==> src/rtl/stsum_pkg.sv <==
// ----------------------------------------------------------------------------
// stsum_pkg
// shared constants for the segment tree range sum core
// ----------------------------------------------------------------------------
`default_nettype none
package stsum_pkg;
    localparam int LEVELS_DEF = 11;   // tree levels, root to leaves
    localparam int WORD_W     = 64;   // node and sum width
    localparam int IDX_W      = 10;   // leaf index field width
    localparam logic OP_SET   = 1'b0; // set one leaf
    localparam logic OP_QUERY = 1'b1; // range sum query
endpackage
`default_nettype wire

==> src/rtl/stsum_cell.sv <==
// ----------------------------------------------------------------------------
// stsum_cell
// one tree level: node store, read-modify-write on update, sibling adds on query
// ----------------------------------------------------------------------------
`default_nettype none
module stsum_cell #(
    parameter int LEVELS = stsum_pkg::LEVELS_DEF,
    parameter int LVL    = 0
) (
    input  wire logic                        clk,
    input  wire logic                        rst_n,
    output logic                             clear_done,
    input  wire logic                        in_valid,
    input  wire logic                        in_op,
    input  wire logic [LEVELS-1:0]           in_l,
    input  wire logic [LEVELS-1:0]           in_r,
    input  wire logic [stsum_pkg::WORD_W-1:0] in_value,
    input  wire logic [stsum_pkg::WORD_W-1:0] in_delta,
    input  wire logic [stsum_pkg::WORD_W-1:0] in_acc,
    output logic                             out_valid,
    output logic                             out_op,
    output logic [LEVELS-1:0]                out_l,
    output logic [LEVELS-1:0]                out_r,
    output logic [stsum_pkg::WORD_W-1:0]     out_value,
    output logic [stsum_pkg::WORD_W-1:0]     out_delta,
    output logic [stsum_pkg::WORD_W-1:0]     out_acc
);
    import stsum_pkg::*;

    localparam int  ADDR_W  = (LVL == 0) ? 1 : LVL;
    localparam int  DEPTH   = 1 << ADDR_W;
    localparam bit  IS_LEAF = (LVL == LEVELS - 1);

    logic [WORD_W-1:0] mem [DEPTH];

    logic [ADDR_W:0]    clr_cnt_reg;
    logic               busy_reg;
    logic               ends_reg;     // leaf query: end leaves still to add
    logic               op_reg;
    logic [LEVELS-1:0]  l_reg, r_reg;
    logic [WORD_W-1:0]  value_reg, delta_reg, acc_reg;
    logic [WORD_W-1:0]  rd_a_reg, rd_b_reg;

    logic               start_ends;
    logic [ADDR_W-1:0]  rd_a_addr, rd_b_addr, wr_addr;
    logic [WORD_W-1:0]  wr_data, add_a, add_b, delta_next;
    logic               gap;

    assign clear_done = clr_cnt_reg[ADDR_W];
    assign start_ends = IS_LEAF && (in_op == OP_QUERY);

    // read address select
    always_comb
    begin
        if (busy_reg)
        begin
            rd_a_addr = l_reg[ADDR_W-1:0] ^ ADDR_W'(1);
            rd_b_addr = r_reg[ADDR_W-1:0] ^ ADDR_W'(1);
        end
        else if (start_ends || in_op == OP_SET)
        begin
            rd_a_addr = in_l[ADDR_W-1:0];
            rd_b_addr = in_r[ADDR_W-1:0];
        end
        else
        begin
            rd_a_addr = in_l[ADDR_W-1:0] ^ ADDR_W'(1);
            rd_b_addr = in_r[ADDR_W-1:0] ^ ADDR_W'(1);
        end
    end

    always_comb
    begin
        gap   = ({1'b0, r_reg}) > ({1'b0, l_reg} + (LEVELS+1)'(1));
        add_a = '0;
        add_b = '0;
        if (ends_reg)
        begin
            if (l_reg <= r_reg) add_a = rd_a_reg;
            if (r_reg > l_reg)  add_b = rd_b_reg;
        end
        else if (gap)
        begin
            if (!l_reg[0]) add_a = rd_a_reg;
            if (r_reg[0])  add_b = rd_b_reg;
        end
        delta_next = IS_LEAF ? (value_reg - rd_a_reg) : delta_reg;
        wr_addr    = clear_done ? l_reg[ADDR_W-1:0] : clr_cnt_reg[ADDR_W-1:0];
        wr_data    = clear_done ? (rd_a_reg + delta_next) : '0;
    end

    // node store
    always_ff @(posedge clk)
    begin
        if (!clear_done || (busy_reg && !ends_reg && op_reg == OP_SET))
            mem[wr_addr] <= wr_data;
        if ((in_valid && !busy_reg) || (busy_reg && ends_reg))
        begin
            rd_a_reg <= mem[rd_a_addr];
            rd_b_reg <= mem[rd_b_addr];
        end
    end

    always_ff @(posedge clk or negedge rst_n)
    begin
        if (!rst_n)
        begin
            clr_cnt_reg <= '0;
            busy_reg    <= 1'b0;
            ends_reg    <= 1'b0;
            out_valid   <= 1'b0;
        end
        else
        begin
            out_valid <= 1'b0;
            if (!clear_done)
                clr_cnt_reg <= clr_cnt_reg + (ADDR_W+1)'(1);
            if (!busy_reg)
            begin
                if (in_valid)
                begin
                    busy_reg <= 1'b1;
                    ends_reg <= start_ends;
                end
            end
            else if (ends_reg)
                ends_reg <= 1'b0;
            else
            begin
                busy_reg  <= 1'b0;
                out_valid <= 1'b1;
            end
        end
    end

    // item payload
    always_ff @(posedge clk)
    begin
        if (!busy_reg && in_valid)
        begin
            op_reg    <= in_op;
            l_reg     <= in_l;
            r_reg     <= in_r;
            value_reg <= in_value;
            delta_reg <= in_delta;
            acc_reg   <= in_acc;
        end
        else if (busy_reg && op_reg == OP_QUERY)
            acc_reg <= acc_reg + add_a + add_b;
        if (busy_reg && !ends_reg)
        begin
            out_op    <= op_reg;
            out_l     <= l_reg >> 1;
            out_r     <= r_reg >> 1;
            out_value <= value_reg;
            out_delta <= delta_next;
            out_acc   <= acc_reg + add_a + add_b;
        end
    end
endmodule
`default_nettype wire

==> config.mk <==
export PLATFORM = sky130hd
export DESIGN_NAME = stsum_cell
export DESIGN_NICKNAME = d
export VERILOG_FILES = /design/src/rtl/stsum_pkg.sv /design/src/rtl/stsum_cell.sv
export SDC_FILE = /design/constraint.sdc
export NUM_CORES = 1
export LEC_CHECK = 0
export CAP_MARGIN = 20
export CORE_ASPECT_RATIO = 1.5
export CORE_MARGIN = 3
export CORE_UTILIZATION = 58
export DETAILED_ROUTE_END_ITERATION = 12
export DONT_BUFFER_PORTS = 1
export GPL_TIMING_DRIVEN = 0
export PLACE_DENSITY = 0.74
export SKIP_LAST_GASP = 1
export SLEW_MARGIN = 20
export SYNTH_ARGS = -nofsm -noshare
export SYNTH_HDL_FRONTEND = slang
export SYNTH_SLANG_ARGS = --single-unit
==> constraint.sdc <==
create_clock -name clk -period 13.12 [get_ports clk]
set_clock_uncertainty 0.2 [all_clocks]
set_input_delay 1.312 -clock clk [delete_from_list [all_inputs] [get_ports clk]]
set_output_delay 1.312 -clock clk [all_outputs]
set_load 0.1 [all_outputs]
* Word level (Yosys, flattened, before mapping)
Memory sizes are Yosys's and may differ from the RTL's. A register that Yosys moved wholly into a read port is not among the register bits.
Index checks and enable logic that the tools add are counted.
** Operators by class
- Bitwise gates (word level) :: 5
- Muxes and demuxes :: 26
- Magnitude comparators :: 3
- Reductions and logical operators :: 12
- Add/subtract/negate cells :: 5
** Operators by type and width (count)
- $mux W64 :: 11
- $add A64 B64 Y64 :: 3
- $mux W1 :: 14
- $add A11 B1 Y12 const B :: 1
- $gt A11 B12 Y1 :: 1
- $gt A11 B11 Y1 :: 1
- $le A11 B11 Y1 :: 1
- $logic_and A1 B1 Y1 :: 5
- $not A1 Y1 :: 5
- $reduce_bool A2 Y1 :: 2
- $logic_not A1 Y1 :: 3
- $add A2 B1 Y2 const B :: 1
- $logic_or A1 B1 Y1 :: 2
- $mux W2 :: 1
** Storage, ports and cells
- Input bits :: 218
- Memories kept :: 1
- Register bits after elaboration :: 433
- Word-level logic and storage cells :: 69
- Output and inout port bits :: 217
- Bits in writable memories :: 128
** Memories
- mem :: depth 2, width 64, rd ports 2, clocked after memory_dff 2, write ports 1, line stsum_cell.sv:34 : logic [WORD_W-1:0] mem [DEPTH];

* Longest topological paths before layout
Gate-level depths: netlist of run 1.
- Depth after elaboration :: 8
- Gate-level depth with buffers :: 26
- Mapped depth without buffers :: 25

* Worst setup path after synthesis of run 1
Ideal clock, no wire load.
- Kind :: register to register
- From :: reg busy_reg
- To :: reg busy_reg
- Data arrival time :: 11.635 ns
- Required time :: 11.950 ns
- Cell stages (with the launch flop) :: 6
- Setup slack :: 0.315 ns
- Period minus slack after synthesis :: 12.805 ns
- Path buffers :: 3
- Library setup time :: 0.970 ns
- Cells stage by stage :: dfrtp_1 > clkbuf_1 > nand2b_1 > clkbuf_1 > clkinv_1 > clkbuf_1
** On the way
- Word-level cells in the longest chain between the ends :: 1
** Ends and longest elaborated chain
- from (decl) :: line stsum_cell.sv:37 : logic busy_reg;
- from (signal assigned) :: line stsum_cell.sv:109 : busy_reg <= 1'b0;
- from (signal assigned) :: line stsum_cell.sv:122 : busy_reg <= 1'b1;
- from (signal assigned) :: line stsum_cell.sv:130 : busy_reg <= 1'b0;
- $mux W1 :: line stsum_cell.sv:118 : if (!busy_reg)
No other way between the ends.
A chain may end at the register's enable or synchronous reset.

* Worst setup path after layout of run 1
- From :: reg l_reg[0]
- To :: reg acc_reg[63] (data pin)
** On the way
- Word-level cells in the longest chain between the ends :: 8
- Elaborated cells between the ends (all ways) :: 15
- Classes of those cells :: 3 x add/sub; 3 x order compare; 9 x mux
** Ends and longest elaborated chain
- from (decl) :: line stsum_cell.sv:40 : logic [LEVELS-1:0] l_reg, r_reg;
- from (signal assigned) :: line stsum_cell.sv:142 : l_reg <= in_l;
- $add A11 B1 Y12 :: line stsum_cell.sv:74 : gap = ({1'b0, r_reg}) > ({1'b0, l_reg} + (LEVELS+1)'(1));
- $gt A11 B12 Y1 :: line stsum_cell.sv:74
- $mux W64 :: line stsum_cell.sv:82 : else if (gap)
- $mux W64 :: line stsum_cell.sv:77 : if (ends_reg)
- $add A64 B64 Y64 :: line stsum_cell.sv:149 : acc_reg <= acc_reg + add_a + add_b;
- $add A64 B64 Y64 (*) :: line stsum_cell.sv:149
- $mux W64 (*) :: line stsum_cell.sv:148 : else if (busy_reg && op_reg == OP_QUERY)
- $mux W64 (*) :: line stsum_cell.sv:139 : if (!busy_reg && in_valid)
- to (signal assigned) :: line stsum_cell.sv:146 : acc_reg <= in_acc;
- to (signal assigned) :: line stsum_cell.sv:149
- to (decl) :: line stsum_cell.sv:41 : logic [WORD_W-1:0] value_reg, delta_reg, acc_reg;
Mark *: on every way between the ends. The rest lies on a longest branch, timed or not. The select of a mux whose other input is x is not followed.

==> summary.md, run 1 <==
| Metric | Value |
|---|---|
| GPL Wtd Cong | `0.972` |
| Post-DP HPWL | `68300 µm` |
| Leak | `13.8 nW` |
| Chip Height | `300 µm` |
| Syn Inst Count | `2492` |
| DRT Pass-1 Iters | `5` |
| Pre-CTS setup slack | `5620 ps` |
| Final wirelength | `89900 µm` |
| Overall Global Routing Usage | `29.0%` |
| CTS Buf Count | `61` |
| IO buf count | `0` |
| Placement Cell Area | `34900 µm²` |
| Fin. max-slew vios | `0` |
| Seq cells post-synth | `688` |
| Reg with most FFs | `mem` |
| Critical path class | `register to register` |
| Max Clk Rate | `131 MHz` |
| Worst ir drop on vdd | `0.154 mV` |
| Most frequent cells in the layout | `edfxtp_1, nand2_1, a21oi_1` |
| Synth warn | `0` |
| Cts hold-fix bufs | `0` |
| Die W | `202 µm` |
| Worst path depth | `24` |
| CTS root buffer | `clkbuf_16` |
| RR Endpoint | `acc_reg[63]$_DFFE_PP_` |
| Synth top area share | `61.3%` |
| Post-synth EDFFs | `684` |
| Max Buffers Root-to-Sink | `3` |
| CTS Sinks | `688` |
| Final ANT Viol Nets | `0` |
| Cell Pwr Density | `175 nW/µm²` |
| Worst-Margin Slew | `1210 ps` |
| Count of cell types in the netlist | `73` |
| Critical path launch point type | `register` |
| Overflow after GRT | `0` |
| Drt drc | `0` |
| I/O pin total | `435` |
| Synth Cell Area | `33500 µm²` |
| Buf/Inv on CP | `2` |
| Final #Nets | `3000` |
| Avg Cell Area, Syn | `13.4 µm²` |
| Crit-path max FO | `10` |
| Wire length per cell | `26.4 µm` |
| Row cnt | `107` |
| Final count of hold timing violations | `0` |
| Worst setup EP type | `register` |
| Post-Layout Cell Count | `3401` |
| R2R depth | `24` |
| Min Tclk post-route | `7620 ps` |
| Full die area | `60700 µm²` |
| CP delay by family, top | `compound AO/OA/AOI/OAI gates` |
| Post-route cell area | `37100 µm²` |
| Post-synth top area cell | `edfxtp_1` |
| Proportion of layout cells with a drive suffix above 1 | `11.8%` |
| Hold Path Class | `primary input to asynchronous set/reset pin` |
| RSZ-0062 raised after global routing | `false` |
| Slowest library cell on the worst path | `nor2_2` |
| Core Box Area | `56900 µm²` |
| Required @ worst endpoint | `13270 ps` |
| Status | `finished, final reports clean` |
| Vias in the first global route | `21200` |
| Max_cap viols | `0` |
| 1st-iter DRT viols | `1745` |
| Slew headroom | `19.4%` |
| Clk_lat worst skew | `640 ps` |
| Vias per std cell | `6.19` |
| Synth top area cells | `edfxtp_1, ha_1, mux2_2` |
| Filler cells | `4180` |
| Slowest stage delay, CP | `670 ps` |
| Async set-reset flop share out of synthesis | `0.581%` |
| Dpl cells | `3280` |
| Data arrival, critical path | `7770 ps` |
| Post-CTS Repair Setup Buffers | `0` |
| Resized cells post-CTS | `0` |
| Initial Utilization | `58.8%` |
| Seq/Total Area, Yosys | `61.6%` |
| Final worst slack | `5500 ps` |
| Vias | `21000` |
| Predominant post-synthesis flop cell | `edfxtp_1` |
| H-tree depth | `2` |
| Final worst-path cycle share | `58.1%` |
| Largest register FFs | `128` |
| Largest net degree at the start of global routing | `58` |
| Layout area overhead | `10.7%` |
| CTS tree | `built` |
| Initial antenna violation count | `18` |
| Worst-path clk slew | `70 ps` |
| R2r setup slk | `5500 ps` |
| Most common cell after layout, fill and taps aside | `edfxtp_1` |
| CP Cell Sequence | `ha_1 -> nand2_1 -> or3_1 -> xnor2_1 -> ha_1 -> nand3_1 -> nor3_1 -> a21oi_1 -> o221ai_1 -> nor2_2 -> clkbuf_1 -> nand2_1 -> fa_1 -> inv_1 -> ha_1 -> a211o_1 -> a31oi_1 -> nor3_1 -> o211ai_1 -> a21oi_1 -> o21ai_0 -> a21oi_1 -> nor3_1 -> o31ai_1` |
| FF-to-FF Start | `l_reg[0]$_DFFE_PP_` |
| First-pass GRT wire length | `132000 µm` |
| Final setup viols | `0` |
## worst max-delay path by stage
stage / startpoint / end / slack [ps]
2_1_floorplan: busy_reg$_DFF_PN0_ / busy_reg$_DFF_PN0_ / 310
3_3_place_gp: busy_reg$_DFF_PN0_ / acc_reg[33]$_DFFE_PP_ / -5310
3_5_place_dp: l_reg[0]$_DFFE_PP_ / acc_reg[63]$_DFFE_PP_ / 5620
4_1_cts: l_reg[0]$_DFFE_PP_ / out_acc[63]$_DFFE_PP_ / 5550
5_1_grt: l_reg[0]$_DFFE_PP_ / acc_reg[63]$_DFFE_PP_ / 5090
6_report: l_reg[0]$_DFFE_PP_ / acc_reg[63]$_DFFE_PP_ / 5500
## where the power goes
part           leakage, nW  switching [mW]  total, mW  internal, mW
combinational         6.27           0.829       1.28         0.455
clock                 1.01           0.823       1.88          1.06
sequential            6.52           0.615       3.34          2.72
## per-stage QoR
step	hold slack (ps)	total power [mW]	TNS, ps	utilization (%)
global route	142	6.75	0	65.1
finish	181	6.50	0	65.1
global placement	200	4.63	-1794060	60.5
detailed placement	205	4.64	0	61.4
floorplan	200	4.23	0	-
CTS	144	6.52	0	65.1
## metal layers
layer	global-route usage [%]	share of wire, %	up-vias
met2	51.9	51	978
met3	5.81	7.3	208
met1	34.5	37	10400
li1	-	-	9445
met4	11.7	4.4	14
met5	0	0.092	-
## logic make-up after synthesis
logic type               share of synthesized area, %
buffers and inverters                            1.76
AO/OA/AOI/OAI                                    9.33
adder cells (fa/ha/maj)                          9.01
multiplexers                                     5.40
other                                          0.0112
flip-flops                                       61.6
AND/OR/NAND/NOR                                  9.65
XOR/XNOR                                         3.19
## worst reg2reg max path: stages (launching register included)
cell and delay, ps:
edfxtp_1 560, ha_1 270, nand2_1 130, or3_1 350, xnor2_1 140, ha_1 270, nand3_1 100, nor3_1 50
a21oi_1 120, o221ai_1 220, nor2_2 670, clkbuf_1 600, nand2_1 180, fa_1 540, inv_1 40, ha_1 350
a211o_1 320, a31oi_1 230, nor3_1 120, o211ai_1 400, a21oi_1 260, o21ai_0 520, a21oi_1 250, nor3_1 360
o31ai_1 120
## layout make-up
| cell class | instances | area [µm²] | area share, % |
|---|---|---|---|
| buffer | 89 | 354 | 0.956 |
| clock buffer | 64 | 1540 | 4.15 |
| antenna | 8 | 20.0 | 0.0540 |
| timing repair buffer | 24 | 430 | 1.16 |
| multi-input combinational | 1652 | 12300 | 33.2 |
| clock inverter | 49 | 568 | 1.53 |
| inverter | 64 | 240 | 0.648 |
| tap | 763 | 955 | 2.58 |
| sequential | 688 | 20600 | 55.7 |
## cell usage after synthesis (all sizes together), types with 32 or more instances
master / n
xor2: 48
nor2: 146
clkbuf: 73
nand2: 248
a21o: 63
inv: 62
o21ai: 81
nor3: 33
xnor2: 74
ha: 137
mux2: 150
nand4: 32
and2: 122
a21oi: 166
fa: 65
o21bai: 38
edfxtp: 684
No activity file was read; power rests on OpenSTA's default activity.
==> run 2, diff against run 1 <==
==> constraint.sdc (replaced) <==
create_clock -name clk -period 6.19 [get_ports clk]
set_clock_uncertainty 0.2 [all_clocks]
set_input_delay 0.619 -clock clk [delete_from_list [all_inputs] [get_ports clk]]
set_output_delay 0.619 -clock clk [all_outputs]
set_load 0.1 [all_outputs]
==> summary.md, run 2 (synthesis results as in run 1) <==
| Metric | Value |
|---|---|
| Status | `finished, violations left (was finished, final reports clean)` |
| Violated checks | `negative setup slack` |
| Placement Cell Area | `34900 µm² (about the same)` |
| GR peak layer | `met2 (unchanged)` |
| Vias in the first global route | `23300 (was 21200)` |
| Vias per std cell | `6.25 (was 6.19)` |
| Required @ worst endpoint | `6390 ps (was 13270 ps)` |
| Min Tclk post-route | `6480 ps (was 7620 ps)` |
| Met3 usage | `6.28% (was 5.81%)` |
| Fin. max-slew vios | `0 (unchanged)` |
| Slowest library cell on the worst path | `fa_1 (was nor2_2)` |
| Clk_lat worst skew | `620 ps (was 640 ps)` |
| Worst setup EP type | `register (unchanged)` |
| M2 GR Usage | `54.6% (was 51.9%)` |
| Final worst-path cycle share | `105% (was 58.1%)` |
| Largest net degree at the start of global routing | `116 (was 58)` |
| Final #Nets | `3248 (was 3000)` |
| CTS tree | `built (unchanged)` |
| Reg with most FFs | `mem (unchanged)` |
| Post-route cell area | `40800 µm² (was 37100 µm²)` |
| CTS root buffer | `clkbuf_16 (unchanged)` |
| GPL Wtd Cong | `0.982 (was 0.972)` |
| Final wirelength | `99800 µm (was 89900 µm)` |
| Drt drc | `0 (unchanged)` |
| Slowest stage delay, CP | `450 ps (was 670 ps)` |
| Row cnt | `107 (unchanged)` |
| Final count of hold timing violations | `0 (unchanged)` |
| Largest register FFs | `128 (unchanged)` |
| CP delay by family, top | `simple AND/OR/NAND/NOR gates (was compound AO/OA/AOI/OAI gates)` |
| Final setup viols | `47 (was 0)` |
| Post-DP HPWL | `67300 µm (was 68300 µm)` |
| Critical path launch point type | `register (unchanged)` |
| Slew headroom | `21.1% (was 19.4%)` |
| DRT Pass-1 Iters | `6 (was 5)` |
| Register area | `20600 µm² (unchanged)` |
| IO buf count | `0 (unchanged)` |
| Most common cell after layout, fill and taps aside | `edfxtp_1 (unchanged)` |
| Most Frequent Cell on Critical Path | `buf_4` |
| I/O pin total | `435 (unchanged)` |
| Cell Pwr Density | `361 nW/µm² (was 175 nW/µm²)` |
| Data arrival, critical path | `6690 ps (was 7770 ps)` |
| Leak | `15.3 nW (was 13.8 nW)` |
| Filler cells | `3644 (was 4180)` |
| Hold Path Class | `primary input to register (was primary input to asynchronous set/reset pin)` |
| RSZ-0062 raised after global routing | `true (was false)` |
| Chip Height | `300 µm (unchanged)` |
| 1st-iter DRT viols | `1850 (was 1745)` |
| Worst-path clk slew | `70 ps (about the same)` |
| First-pass GRT wire length | `143000 µm (was 132000 µm)` |
| Initial Utilization | `58.8% (unchanged)` |
| Vias | `22800 (was 21000)` |
| Core Box Area | `56900 µm² (unchanged)` |
| Final Hold Slack | `23.3 ps (was 181 ps)` |
| Max Buffers Root-to-Sink | `3 (unchanged)` |
| Initial antenna violation count | `14 (was 18)` |
| Max_cap viols | `0 (unchanged)` |
| CTS Sinks | `688 (unchanged)` |
| Most frequent cells in the layout | `edfxtp_1, nand2_1, dlygate4sd3_1 (was edfxtp_1, nand2_1, a21oi_1)` |
| Max Clk Rate | `154 MHz (was 131 MHz)` |
| Overflow after GRT | `0 (unchanged)` |
| Wire length per cell | `27.3 µm (was 26.4 µm)` |
| Die W | `202 µm (unchanged)` |
| Critical path class | `register to register (unchanged)` |
| Crit-path max FO | `10 (unchanged)` |
| Setup TNS Final | `-4940 ps (was 0 ps)` |
| Worst ir drop on vdd | `0.373 mV (was 0.154 mV)` |
| Overall Global Routing Usage | `31.2% (was 29.0%)` |
| Layout area overhead | `21.9% (was 10.7%)` |
| Final worst slack | `-294 ps (was 5500 ps)` |
| Full die area | `60700 µm² (unchanged)` |
| CTS Buf Count | `66 (was 61)` |
| Met1 usage | `36.8% (was 34.5%)` |
| H-tree depth | `3 (was 2)` |
| Proportion of layout cells with a drive suffix above 1 | `19.1% (was 11.8%)` |
| Buf/Inv on CP | `4 (was 2)` |
| Final ANT Viol Nets | `0 (unchanged)` |
| Worst-Margin Slew | `1180 ps (was 1210 ps)` |
| Multi-input gate area | `13500 µm² (was 12300 µm²)` |
[run 2: cell types whose count changed in the layout (fill, tap and decap cells not counted), sizes merged]
cell / previous run / this run
clkinvlp: 5 / 7
dlygate4sd3: 0 / 188
bufinv: 10 / 8
clkinv: 32 / 25
buf: 40 / 116
clkbuf: 137 / 130
diode: 8 / 9
[run 2: power breakdown]
group,total [mW],internal (mW),switching (mW)
clock network,4.21,2.35,1.86
logic,3.45,1.38,2.06
registers,7.09,5.77,1.32
[run 2: metal layers]
layer / vias up / share of wire, %
met5: - / 0.050
met4: 8 / 5.8
met3: 325 / 7.9
met2: 1294 / 51
met1: 11200 / 36
li1: 9936 / -
[run 2: repair_timing]
action	4_1_cts	5_1_grt
endpoints found under the setup margin	109	91
pin swaps	17	69
resized for setup	75	218
buffers inserted	24	50
hold buffers	188	0
endpoints found under the hold margin	191	0
[run 2: per-stage QoR]
stage | total power [mW] | worst slack [ps] | instances | utilization (%)
2_1_floorplan | 8.93 | -208 | 2493 | -
3_5_place_dp | 9.82 | -1350 | 3276 | 61.3
4_1_cts | 14.2 | -43.7 | 3607 | 69.4
5_1_grt | 15.2 | -408 | 3651 | 71.7
3_3_place_gp | 9.75 | -3530 | 3256 | 60.6
6_report | 14.7 | -294 | 3652 | 71.8
[run 2: layout make-up]
cell class / instances / area share, %
timing repair buffer: 281 / 6.99
buffer: 75 / 0.947
clock buffer: 78 / 4.21
tap: 763 / 2.34
antenna: 9 / 0.0552
multi-input combinational: 1652 / 33.1
clock inverter: 42 / 1.19
inverter: 64 / 0.588
sequential: 688 / 50.6
[run 2: worst paths after layout]
check,start,end,slack (ps),cells past startpoint
max,l_reg[1]$_DFFE_PP_,acc_reg[58]$_DFFE_PP_,-290,26
min,in_acc[51],acc_reg[51]$_DFFE_PP_,20,1
max reg2reg,l_reg[1]$_DFFE_PP_,acc_reg[58]$_DFFE_PP_,-290,26
min reg2reg,value_reg[56]$_DFFE_PP_,out_value[56]$_DFFE_PP_,210,0
max in group asynchronous,rst_n,busy_reg$_DFF_PN0_,5450,1
min in group asynchronous,rst_n,clr_cnt_reg[1]$_DFF_PN0_,100,1
==> run 3, diff against run 2 <==
--- a/config.mk
+++ b/config.mk
@@ -12,7 +12,8 @@
 export DETAILED_ROUTE_END_ITERATION = 12
 export DONT_BUFFER_PORTS = 1
 export GPL_TIMING_DRIVEN = 0
-export PLACE_DENSITY = 0.74
+export PLACE_DENSITY = 0.76
+export RECOVER_POWER = 25
 export SKIP_LAST_GASP = 1
 export SLEW_MARGIN = 20
 export SYNTH_ARGS = -nofsm -noshare
==> summary.md, run 3 (synthesis results as in run 1) <==
| Metric | Value |
|---|---|
| First-pass GRT wire length | `143000 µm (about the same)` |
| Data arrival, critical path | `6550 ps (was 6690 ps)` |
| Initial Utilization | `58.8% (unchanged)` |
| Most frequent cells in the layout | `edfxtp_1, nand2_1, dlygate4sd3_1 (unchanged)` |
| Max Buffers Root-to-Sink | `3 (unchanged)` |
| IO buf count | `0 (unchanged)` |
| Critical path class | `register to register (unchanged)` |
| 1st-iter DRT viols | `2292 (was 1850)` |
| Layout area overhead | `20.8% (was 21.9%)` |
| I/O pin total | `435 (unchanged)` |
| Drt drc | `0 (unchanged)` |
| Required @ worst endpoint | `6360 ps (was 6390 ps)` |
| Full die area | `60700 µm² (unchanged)` |
| Met3 usage | `5.31% (was 6.28%)` |
| Post-route cell area | `40500 µm² (was 40800 µm²)` |
| CTS Sinks | `688 (unchanged)` |
| Reg with most FFs | `mem (unchanged)` |
| Worst ir drop on vdd | `0.297 mV (was 0.373 mV)` |
| Filler cells | `3693 (was 3644)` |
| Final Hold Slack | `25.9 ps (was 23.3 ps)` |
| Vias | `23000 (was 22800)` |
| Overflow after GRT | `0 (unchanged)` |
| M2 GR Usage | `53.6% (was 54.6%)` |
| GPL Wtd Cong | `0.979 (was 0.982)` |
| Row cnt | `107 (unchanged)` |
| Placement Cell Area | `34900 µm² (about the same)` |
| Core Box Area | `56900 µm² (unchanged)` |
| Initial antenna violation count | `6 (was 14)` |
| Overall Global Routing Usage | `31.2% (about the same)` |
| Hold Path Class | `primary input to register (unchanged)` |
| Clk_lat worst skew | `640 ps (was 620 ps)` |
| Max_cap viols | `0 (unchanged)` |
| Worst-Margin Slew | `1180 ps (about the same)` |
| Vias per std cell | `6.33 (was 6.25)` |
| Max Clk Rate | `157 MHz (was 154 MHz)` |
| Power Total | `14.5 mW (was 14.7 mW)` |
| Largest register FFs | `128 (unchanged)` |
| Fin. max-slew vios | `0 (unchanged)` |
| Cell Pwr Density | `359 nW/µm² (was 361 nW/µm²)` |
| Violated checks | `negative setup slack (unchanged)` |
| Wire length per cell | `27.5 µm (was 27.3 µm)` |
| CTS root buffer | `clkbuf_16 (unchanged)` |
| Pre-CTS setup slack | `-1440 ps (was -1350 ps)` |
| DRT Pass-1 Iters | `6 (unchanged)` |
| Post-Layout Cell Count | `3632 (was 3652)` |
| CTS Buf Count | `66 (unchanged)` |
| Leak | `15.1 nW (was 15.3 nW)` |
| Final worst slack | `-188 ps (was -294 ps)` |
| Crit-path max FO | `10 (unchanged)` |
| Worst-path clk slew | `80 ps (was 70 ps)` |
| Proportion of layout cells with a drive suffix above 1 | `18.4% (was 19.1%)` |
| CTS tree | `built (unchanged)` |
| H-tree depth | `3 (unchanged)` |
| Most common cell after layout, fill and taps aside | `edfxtp_1 (unchanged)` |
| Die W | `202 µm (unchanged)` |
| RSZ-0062 raised after global routing | `true (unchanged)` |
| Final count of hold timing violations | `0 (unchanged)` |
| Chip Height | `300 µm (unchanged)` |
| Dpl cells | `3274 (was 3276)` |
| Status | `finished, violations left (unchanged)` |
| Final ANT Viol Nets | `0 (unchanged)` |
| Min Tclk post-route | `6380 ps (was 6480 ps)` |
| Final setup viols | `38 (was 47)` |
| Worst setup EP type | `register (unchanged)` |
| Critical path launch point type | `register (unchanged)` |
| Met1 usage | `38.8% (was 36.8%)` |
| Final wirelength | `99700 µm (was 99800 µm)` |
| Vias in the first global route | `23200 (was 23300)` |
| GR peak layer | `met2 (unchanged)` |
| Post-DP HPWL | `66300 µm (was 67300 µm)` |
| Largest net degree at the start of global routing | `108 (was 116)` |
| Final #Nets | `3233 (was 3248)` |
| Final worst-path cycle share | `103% (was 105%)` |
| Slew headroom | `21.0% (was 21.1%)` |
==> run 3: cell types whose count changed in the layout (fill, tap and decap cells not counted), moves of 5 or more <==
cell     before  now
ha_4         22   16
buf_4        68   47
a21oi_4       7   12
a21oi_2      25   19
==> run 3: layout make-up <==
cell class	count	area [µm²]	share of cell area [%]
Sequential cell	688	20600	51.0
Multi-Input combinational cell	1652	13400	33.1
Timing Repair Buffer	263	2670	6.60
Clock buffer	78	1760	4.35
Tap cell	763	955	2.36
Buffer	78	409	1.01
Clock inverter	40	383	0.946
Inverter	64	240	0.594
Antenna cell	6	15.0	0.0371
==> run 3: per-layer routing <==
| metal | vias up | wire length [µm] |
|---|---|---|
| met3 | 291 | 8450 |
| li1 | 9910 | - |
| met4 | 0 | 4830 |
| met5 | - | 0 |
| met1 | 11400 | 36400 |
| met2 | 1445 | 50100 |
==> run 3: through the flow <==
| step | setup TNS (ps) | util (%) |
|---|---|---|
| floorplan | -13300 | - |
| global placement | -1263390 | 60.6 |
| detailed placement | -85940 | 61.3 |
| CTS | -288 | 69.2 |
| global route | -14140 | 71.1 |
| finish | -3450 | 71.1 |
==> run 3: final timing paths <==
kind / from / to / slack (ps) / cells after the start
min reg2reg: value_reg[23]$_DFFE_PP_ / out_value[23]$_DFFE_PP_ / 220 / 0
max: l_reg[1]$_DFFE_PP_ / acc_reg[54]$_DFFE_PP_ / -190 / 24
min in group asynchronous: rst_n / out_valid$_DFF_PN0_ / 110 / 1
max reg2reg: l_reg[1]$_DFFE_PP_ / acc_reg[54]$_DFFE_PP_ / -190 / 24
min: in_acc[38] / acc_reg[38]$_DFFE_PP_ / 30 / 1
max in group asynchronous: rst_n / busy_reg$_DFF_PN0_ / 5390 / 1
==> run 3: timing repair <==
action                                 CTS  global route
setup endpoints to repair              110            87
gates resized for setup                 72           205
endpoints found under the hold margin  195             0
pin swaps                               12            69
hold buffers                           192             0
setup buffers                           20            33
==> run 3: report_power, final <==
group	internal (mW)	switching [mW]	total, mW
logic	1.28	2.03	3.31
clock network	2.27	1.85	4.12
registers	5.77	1.31	7.08
total	9.33	5.19	14.5
==> run 3: critical path, cell delays in order (launching register included) <==
cell and delay (ps):
edfxtp_1 420, buf_4 160, nand3_4 110, nor2_2 190
nand3_1 170, xor2_1 210, ha_1 350, nand4_1 210
a21oi_2 270, o221ai_4 190, nor2_4 290, buf_4 240
and2_1 160, fa_1 490, ha_4 220, a21oi_2 220
o21ai_2 90, or3_4 400, o2111ai_4 210, nor3b_4 290
buf_6 150, a31oi_4 110, a31oi_4 330, xnor2_4 140
mux2_2 270
